File: config.mk
export PLATFORM = sky130hd
export DESIGN_NAME = cndl_crc
export DESIGN_NICKNAME = d
export VERILOG_FILES = /design/src/rtl/crc32_name_directory_lookup_top_macros.svh /design/src/rtl/cndl_pkg.sv /design/src/rtl/cndl_crc.sv
export SDC_FILE = /design/constraint.sdc
export NUM_CORES = 1
export LEC_CHECK = 0
export BUFFER_PORTS_ARGS = -buffer_cell sky130_fd_sc_hd__buf_4
export CAP_MARGIN = 0
export CORE_MARGIN = 8
export CORE_UTILIZATION = 56
export DETAILED_ROUTE_END_ITERATION = 16
export MAX_ROUTING_LAYER = met4
export PLACE_DENSITY = 0.95
export SLEW_MARGIN = 40
export SYNTH_ARGS = -nofsm -noshare
export SYNTH_HDL_FRONTEND = slang
export SYNTH_SLANG_ARGS = --single-unit
File: constraint.sdc
create_clock -name clk -period 2.35 [get_ports clk]
set_clock_uncertainty 0.2 [all_clocks]
set_input_delay 0.47 -clock clk [delete_from_list [all_inputs] [get_ports clk]]
set_output_delay 0.47 -clock clk [all_outputs]
set_load 0.02 [all_outputs]
File: src/rtl/crc32_name_directory_lookup_top_macros.svh
// Assertion macros shared by the directory lookup RTL.
`ifndef CRC32_NAME_DIRECTORY_LOOKUP_TOP_MACROS_SVH
`define CRC32_NAME_DIRECTORY_LOOKUP_TOP_MACROS_SVH

// Same-cycle implication, clocked on clk, off while arst_n is low.
`define CNDL_ASSERT_NOW(label, ante, cons) \
	label: assert property (@(posedge clk) disable iff (!arst_n) (ante) |-> (cons)) \
		else $error("cndl: same-cycle check failed");

// Next-cycle implication, clocked on clk, off while arst_n is low.
`define CNDL_ASSERT_NEXT(label, ante, cons) \
	label: assert property (@(posedge clk) disable iff (!arst_n) (ante) |=> (cons)) \
		else $error("cndl: next-cycle check failed");

`endif

File: src/rtl/cndl_pkg.sv
// Types, constants and codes for the CRC-32 name directory lookup.
package cndl_pkg;

	// Directory geometry
	localparam int MAX_ENTRIES = 256;
	localparam int ENTRY_AW    = $clog2(MAX_ENTRIES);
	localparam int COUNT_W     = 9;

	// CRC-32 (reflected)
	localparam logic [31:0] CRC_INIT = 32'hFFFF_FFFF;
	localparam logic [31:0] CRC_POLY = 32'hEDB8_8320;
	// Shift counter start value, counted down to zero after the load shift
	localparam logic [2:0]  CRC_LAST_STEP = 3'd6;

	// Request opcodes
	localparam logic OP_LOAD = 1'b0;
	localparam logic OP_NAME = 1'b1;

	// Register select (paddr bit 2)
	localparam logic REG_ENTRY_COUNT = 1'b0;
	localparam logic REG_BASE_OFFSET = 1'b1;
	localparam int   PADDR_W         = 3;

	// One directory entry as stored in the table memory
	typedef struct packed {
		logic [31:0] hash;
		logic [31:0] offset;
		logic [31:0] size;
	} entry_t;

	localparam int ENTRY_W = $bits(entry_t);

	// Sequencer states
	typedef enum logic [2:0] {
		S_IDLE,
		S_CRC,
		S_READ,
		S_CMP,
		S_PUSH
	} state_t;

	// Controls for the bit-serial CRC unit
	typedef struct packed {
		logic init;
		logic load;
		logic step;
	} crc_ctrl_t;

endpackage

File: src/rtl/cndl_crc.sv
// Bit-serial reflected CRC-32 register: one step per load or step cycle.
module cndl_crc (
	input  logic                clk,
	input  logic                arst_n,
	input  cndl_pkg::crc_ctrl_t ctrl,
	input  logic [7:0]          data_byte,
	output logic [31:0]         crc
);

	logic [31:0] crc_q;
	logic [31:0] src;
	logic [31:0] stepped;

	// Fold in the byte on load, then shift one bit and apply the polynomial
	always_comb begin
		src     = ctrl.load ? (crc_q ^ {24'b0, data_byte}) : crc_q;
		stepped = src[0] ? ((src >> 1) ^ cndl_pkg::CRC_POLY) : (src >> 1);
	end

	// Hold, restart or advance the running CRC
	always_ff @(posedge clk or negedge arst_n) begin
		if (!arst_n) begin
			crc_q <= cndl_pkg::CRC_INIT;
		end else if (ctrl.init) begin
			crc_q <= cndl_pkg::CRC_INIT;
		end else if (ctrl.load || ctrl.step) begin
			crc_q <= stepped;
		end
	end

	assign crc = crc_q;

endmodule

==> run metrics, run 1 <==
Gates resized, CTS repair 0; Mapped Cells between 150 and 200; commonest non-fill, non-tap cell in the layout buf_4; Mapped Nets 169; Non-Filler Instances 241; Psw around 460 uW; sum of negative setup slack 0 ns; Wirelength per Cell 15.5 um; Combinational Power Share 30.6%; Main synth FF type dfstp_2; CTS H-tree lvls 2; sw frac 30.8%; worst IR drop on VDD 365 uV; clock slew at reported path FFs 0.10 ns; postcts setup bufs 0; Worst slew margin 60.1%; Setup Viol. Count Final 0; TritonCTS Buffers 5; post-layout net count 210; fraction of registers with async set/reset 100%; fillcell total 223; internal power component 1020 uW; max FFs per register 32; Synth area leaders dfstp_2 (48%), xnor3_1 (15%), nor2_1 (8.1%); DRC 0; Crit Path Max Fanout 16; Synth area leader dfstp_2; worst skew pair latency ~0.32 ns; Avg Cell Area, Syn 11.3 um^2; Area Growth Syn to Fin 20.6%; Via density 5.20; share of the synthesized area in the top cell type 47.7%; Hold Violations, Final 0; synthesis-stage register bit count 32; number of global-route vias before repair 1,329; core area between 0.003 and 0.004 mm^2; Routed Wire Length 3750 um; Initial Util roughly three fifths; aggregate global routing overflow 0; vias 1,254; clock share of power about a fifth; CP arrival 1.26 ns; drt pass-1 iters 4; Stages on worst setup path 1; synthesized area roughly 0.0018 mm^2; final antenna-violating net count 0; max incr delay on CP 0.73 ns; layout cell share with drive strength beyond 1 between 40% and 50%; CP max stage cell dfstp_2; Min-Delay Path Class in2async; crit path launch type flip-flop; leakage power 0.000998 uW; CP Class reg2out; outcome finished, final reports clean; Max clock buf depth 2; Worst EP required between 1.5 and 2 ns; IO buf count 44; pwr/cell area 696 mW/mm^2; clock root buffer master clkbuf_4; critical path cell sequence buf_4; total die area 0.00520 mm^2; fmax 0.518 GHz; n_diodes 0; Tcrit/Tclk final 82.2%; gr usage total 15.7%; worst-margin pin slew 0.598 ns; FP Rows 20; crit path buf inv count 1; highest-count cells in the layout ignoring fill and taps buf_4 (46), nor2_1 (38), dfstp_2 (32); Seq pwr share 50.3%; Ys Warns 0; max-capacitance violation count 0; Post-synth EDFFs 0; post-layout min period 1.93 ns; count of different cell masters after synthesis 26; CTS tree built; die width slightly above 70 um; reg2reg start crc[0]$_DFFE_PN1P_; Critical R2R Capture crc[5]$_DFFE_PN1P_; cell family with most CP delay flip-flops; routability cong. 0.822; Seq/Total Area, Yosys about 48%; Final HPWL DP roughly 2800 um; initial antenna violation count 0; R2R depth 3; clock sinks 32; R2R setup slack 0.60 ns; count of final max-slew check failures 0; RSZ-0062 raised after global routing no; dpl cells 234; 1st-iter DRT viols 59; largest net degree at the start of global routing 33; first-pass GRT wire length roughly 6300 um; die height 72.1 um; CP Capture Type output port; IO Pins between 40 and 50; Hold Buf Count CTS 0
-- how the worst max path moves through the flow --
| stage | slack (ns) | to | startpoint |
|---|---|---|---|
| global route | 0.35 | crc[0] | crc[0]$_DFFE_PN1P_ |
| CTS | 0.40 | crc[0] | crc[0]$_DFFE_PN1P_ |
| floorplan | 0.70 | crc[15]$_DFFE_PN1P_ | ctrl[0] |
| detailed placement | 0.38 | crc[20]$_DFFE_PN1P_ | ctrl[1] |
| global placement | 0.47 | crc[21]$_DFFE_PN1P_ | ctrl[1] |
| finish | 0.42 | crc[0] | crc[0]$_DFFE_PN1P_ |
-- metal layers --
| layer | global-route usage [%] | part of all wire, % | up-vias |
|---|---|---|---|
| met5 | - | 0 | - |
| met4 | 4.08 | 0.96 | 0 |
| met3 | 5.10 | 6.4 | 7 |
| met2 | 25.9 | 48 | 37 |
| met1 | 18.0 | 44 | 604 |
| li1 | - | - | 606 |
-- Yosys cell counts (2+ instances only) --
master and instances:
a21oi_1 26, buf_2 4, buf_6 4, clkbuf_1 3, dfstp_2 32, mux2i_1 10
nand2b_1 2, nor2_1 38, or2_2 5, xnor2_1 5, xnor3_1 12
-- power by group through the flow --
stage | combinational (uW) | clock, uW | sequential (uW)
2_1_floorplan | 223 | 0 | 817
5_1_grt | 489 | 319 | 755
3_3_place_gp | 443 | 0 | 744
4_1_cts | 459 | 290 | 745
6_report | 452 | 283 | 744
3_5_place_dp | 458 | 0 | 752
-- layout make-up --
type,instances,area [um^2],share of cell area (%)
clock inverter,1,5.00,0.235
multi-input combinational,112,838,39.4
sequential,32,841,39.6
tap,44,55.1,2.59
timing repair buffer,46,345,16.2
clock buffer,6,41.3,1.94
-- metrics by stage --
stage               instance area, um^2  power [uW]  utilization, %  setup slack (ns)  hold slack, ns
finish                             2130        1480            70.2             0.418           0.155
global route                       2130        1560            70.2             0.350           0.189
CTS                                2130        1490            70.2             0.396           0.157
global placement                   2080        1190            68.7             0.472           0.301
detailed placement                 2080        1210            68.7             0.380           0.305
floorplan                          1760        1040               -             0.701           0.122
-- cell families after synthesis --
group                     share of synthesized area, %
and+or+nand+nor                                   13.6
DFF                                               47.7
AOI/OAI and AO/OA                                 10.5
buffers and inverters                             4.76
muxes                                             5.68
xor gates and xnor gates                          17.8
Note: power is estimated with default switching activity, not from simulation.
==> inputs of run 2 (changes only) <==
Settings changed: CORE_UTILIZATION 56 to 52, PLACE_DENSITY 0.95 to 0.9.
Clock period 2.35 ns to 1.8 ns, I/O delays scaled along.
==> run 2 against run 1 <==
Routed wire length up 0.27%. Core utilization is 3.2 points lower. Critical path depth did not move. Largest cell class unchanged.
==> run metrics, run 2 (synthesis gave the netlist of run 1 again) <==
outcome finished, final reports clean; worst-margin pin slew 0.383 ns; post-layout min period 1.68 ns; routability cong. ~0.7; 1st-iter DRT viols 65; RSZ-0062 raised after global routing no; DRC 0; total die area 0.00551 mm^2; sum of negative setup slack 0 ns; clock root buffer master clkbuf_4; Worst slew margin 74.5%; count of final max-slew check failures 0; worst IR drop on VDD 699 uV; vias 1,264; pre-CTS setup slack 0.115 ns; crit path launch type flip-flop; Hold Slack between 0.04 and 0.05 ns; aggregate global routing overflow 0; clock slew at reported path FFs 0.09 ns; Setup Viol. Count Final 0; layout cell share with drive strength beyond 1 between 40% and 50%; Routed Wire Length between 3000 and 4000 um; max FFs per register 32; highest-count cells in the layout ignoring fill and taps buf_4 (50), nor2_1 (38), dfstp_2 (31); Initial Util 53.7%; final antenna-violating net count 0; CP Capture Type output port; Hold Violations, Final 0; Final HPWL DP 2700 um; Tcrit/Tclk final between 90% and 100%; CTS H-tree lvls 2; Crit Path Max Fanout 6; CP Class reg2out; TritonCTS Buffers 5; die height 74.2 um; largest net degree at the start of global routing 33; Max clock buf depth 2; Min-Delay Path Class in2async; cell family with most CP delay flip-flops; n_diodes 0; CTS tree built; max-capacitance violation count 0; Via density between 5 and 6; initial antenna violation count 0; commonest non-fill, non-tap cell in the layout buf_4; worst skew pair latency 0.32 ns; die width 74.2 um; critical path cell sequence buf_4; clock sinks 32; CP arrival 1.12 ns; leakage power about 0.0010 uW; FP Rows 21; core area approximately 0.0033 mm^2; Hold Buf Count CTS 0; Worst EP required 1.24 ns; Wirelength per Cell 15.1 um; crit path buf inv count 1; IO buf count 44; drt pass-1 iters 4; CP max stage cell dfstp_4; number of global-route vias before repair around 1.3k; gr usage total 14.9%; IO Pins between 40 and 50; first-pass GRT wire length ~6000 um; Area Growth Syn to Fin 24.8%; post-layout net count ~220; fmax 0.595 GHz; max incr delay on CP 0.65 ns; pwr/cell area ~910 mW/mm^2; setup ws final 0.119 ns
run 2: cell count changes in the layout (fill, tap and decap cells not counted), sizes merged:
cell	previous run	this run
clkinv	1	0
buf	46	51
clkbuf	6	7
run 2: metrics by stage:
step / area [um^2] / utilization (%) / power [uW] / instances
2_1_floorplan: 1760 / - / 1360 / 156
6_report: 2200 / 67.0 / 2010 / 248
3_5_place_dp: 2120 / 64.5 / 1580 / 239
4_1_cts: 2200 / 67.0 / 2040 / 248
3_3_place_gp: 2120 / 64.5 / 1570 / 239
5_1_grt: 2200 / 67.0 / 2120 / 248
run 2: final cells by class:
| cell class | count | area [um^2] |
|---|---|---|
| Fill cell | 279 | 1080 |
| Sequential cell | 32 | 845 |
| Multi-Input combinational cell | 112 | 838 |
| Timing Repair Buffer | 51 | 395 |
| Clock buffer | 7 | 65.1 |
| Tap cell | 46 | 57.6 |
run 2: metal layers:
metal  wire length [um]  vias up  global-route usage, %
met5                  0        -                      -
met4                 19        0                   4.57
met3                206        2                   4.99
met2               1860       43                   23.7
met1               1680      599                   17.3
li1                   -      620                      -
run 2: worst paths after layout:
path	slack, ns	end	cells past startpoint	startpoint
setup / recovery	0.12	crc[0]	1	crc[0]$_DFFE_PN1P_
hold / removal	0.04	crc[19]$_DFFE_PN1P_	1	arst_n
setup reg to reg	0.14	crc[5]$_DFFE_PN1P_	4	crc[0]$_DFFE_PN1P_
hold reg to reg	0.32	crc[11]$_DFFE_PN1P_	2	crc[11]$_DFFE_PN1P_
max in group asynchronous	1.33	crc[22]$_DFFE_PN1P_	1	arst_n
min in group clk	0.11	crc[6]$_DFFE_PN1P_	4	data_byte[7]
run 2: where the power goes:
group / total (uW) / switching, uW / internal (uW)
sequential: 961 / 88.9 / 872
combinational: 609 / 275 / 334
clock: 444 / 222 / 221
total: 2010 / 587 / 1430
run 2: what timing repair did:
action | CTS | global route
resized for setup | 1 | 0
endpoints found under the setup margin | 1 | 0
setup buffers | 2 | 0
==> inputs of run 3 (changes only) <==
Settings changed: RECOVER_POWER set to 50.
==> run 3 against run 2 <==
Maximum frequency down 0.17%. Die area stayed put. Cell area is 0.57% lower. Largest cell class unchanged. Combinational power about the same. Total power decreased by 0.22%. Via count rose by 0.40%. Routed wire length increased by 0.43%. Core utilization is 0.38 points lower. Worst setup slack worse by 0.0029 ns. Critical path depth unchanged. Non-clock buffer count is the same.
==> run metrics, run 3 (synthesis gave the netlist of run 1 again) <==
leakage power 0.00102 uW; CP max stage cell dfstp_4; post-layout min period between 1.5 and 2 ns; crit path buf inv count 1; vias approximately 1.3k; max FFs per register 32; setup ws final 0.116 ns; worst IR drop on VDD 696 uV; Hold Buf Count CTS 0; aggregate global routing overflow 0; pre-CTS setup slack 0.115 ns; fmax 0.594 GHz; CP Class reg2out; reg2reg start crc[0]$_DFFE_PN1P_; CTS H-tree lvls 2; Setup Viol. Count Final 0; Area Growth Syn to Fin 24.1%; largest net degree at the start of global routing 33; layout cell share with drive strength beyond 1 a little under half; 1st-iter DRT viols 54; R2R depth 4; number of global-route vias before repair 1,254; outcome finished, final reports clean; die width between 70 and 80 um; Wirelength per Cell 15.2 um; Min-Delay Path Class in2reg; gr usage total between 10% and 20%; Max clock buf depth 2; Worst slew margin 50.1%; DRC 0; n_diodes 0; die height approximately 74 um; Worst Hold Depth 4; Hold Path End crc[6]$_DFFE_PN1P_; total die area 0.00551 mm^2; Via density 5.12; clock slew at reported path FFs about 0.090 ns; commonest non-fill, non-tap cell in the layout buf_4; sum of negative setup slack 0 ns; max-capacitance violation count 0; Hold Violations, Final 0; CP arrival 1.12 ns; critical path cell sequence buf_4; crit path launch type flip-flop; post-layout net count 215; Initial Util 53.7%; cell family with most CP delay flip-flops; max incr delay on CP ~0.65 ns; final antenna-violating net count 0; IO buf count 44; Final HPWL DP 2700 um; worst-margin pin slew 0.749 ns; count of final max-slew check failures 0; highest-count cells in the layout ignoring fill and taps buf_4 (46), nor2_1 (38), dfstp_2 (27); Hold Path Origin data_byte[7]; clock root buffer master clkbuf_4; drt pass-1 iters 4; routability cong. 0.708; clock sinks 32; Tcrit/Tclk final 93.5%; RSZ-0062 raised after global routing no; worst skew pair latency 0.32 ns; initial antenna violation count 0; IO Pins 45; core area roughly 0.0033 mm^2; R2R setup slack 0.14 ns; FP Rows 21; CP Capture Type output port; pwr/cell area 918 mW/mm^2; Routed Wire Length between 3000 and 4000 um; first-pass GRT wire length ~6000 um; Worst EP required 1.24 ns; Crit Path Max Fanout 6; TritonCTS Buffers 5; CTS tree built; Critical R2R Capture crc[5]$_DFFE_PN1P_
==> run 3: repair_timing <==
action	in CTS	in global routing
buffers inserted	2	0
resized for setup	1	0
endpoints found under the setup margin	1	0
==> run 3: through the flow <==
step,instance area (um^2),power [uW],cells,hold WS [ns],util [%]
3_3_place_gp,2120,1570,239,0.299,64.5
4_1_cts,2200,2040,248,0.0418,67.0
5_1_grt,2190,2120,248,0.110,66.6
6_report,2190,2010,248,0.109,66.6
3_5_place_dp,2120,1580,239,0.303,64.5
2_1_floorplan,1760,1360,156,0.0122,-
==> run 3: cell type report <==
cell class / count / area (um^2)
Timing Repair Buffer: 51 / 383
Tap cell: 46 / 57.6
Clock buffer: 7 / 65.1
Multi-Input combinational cell: 112 / 838
Fill cell: 280 / 1100
Sequential cell: 32 / 845
==> run 3: where the power goes <==
| group | total [uW] | internal [uW] | switching [uW] |
|---|---|---|---|
| Combinational | 606 | 330 | 275 |
| Sequential | 958 | 869 | 89.5 |
| Clock | 445 | 221 | 224 |
==> run 3: layer usage <==
metal	track usage (%)	share of wire [%]
met1	17.3	44
met2	23.7	50
met3	4.99	5.9
met4	4.57	0.50
met5	-	0
==> run 3: worst min-delay path, delay by kind of cell <==
family	cells	cell delay (ns)
AOI/OAI and AO/OA	2	0.13
buffers and inverters	1	0.08
and+or+nand+nor	1	0.06
==> run 3: worst max-delay path by stage <==
stage / start / to / cells past startpoint
floorplan: crc[0]$_DFFE_PN1P_ / crc[5]$_DFFE_PN1P_ / 4
global placement: crc[0]$_DFFE_PN1P_ / crc[5]$_DFFE_PN1P_ / 3
detailed placement: crc[0]$_DFFE_PN1P_ / crc[5]$_DFFE_PN1P_ / 3
CTS: crc[0]$_DFFE_PN1P_ / crc[0] / 1
global route: ctrl[1] / crc[15]$_DFFE_PN1P_ / 5
finish: crc[0]$_DFFE_PN1P_ / crc[0] / 1
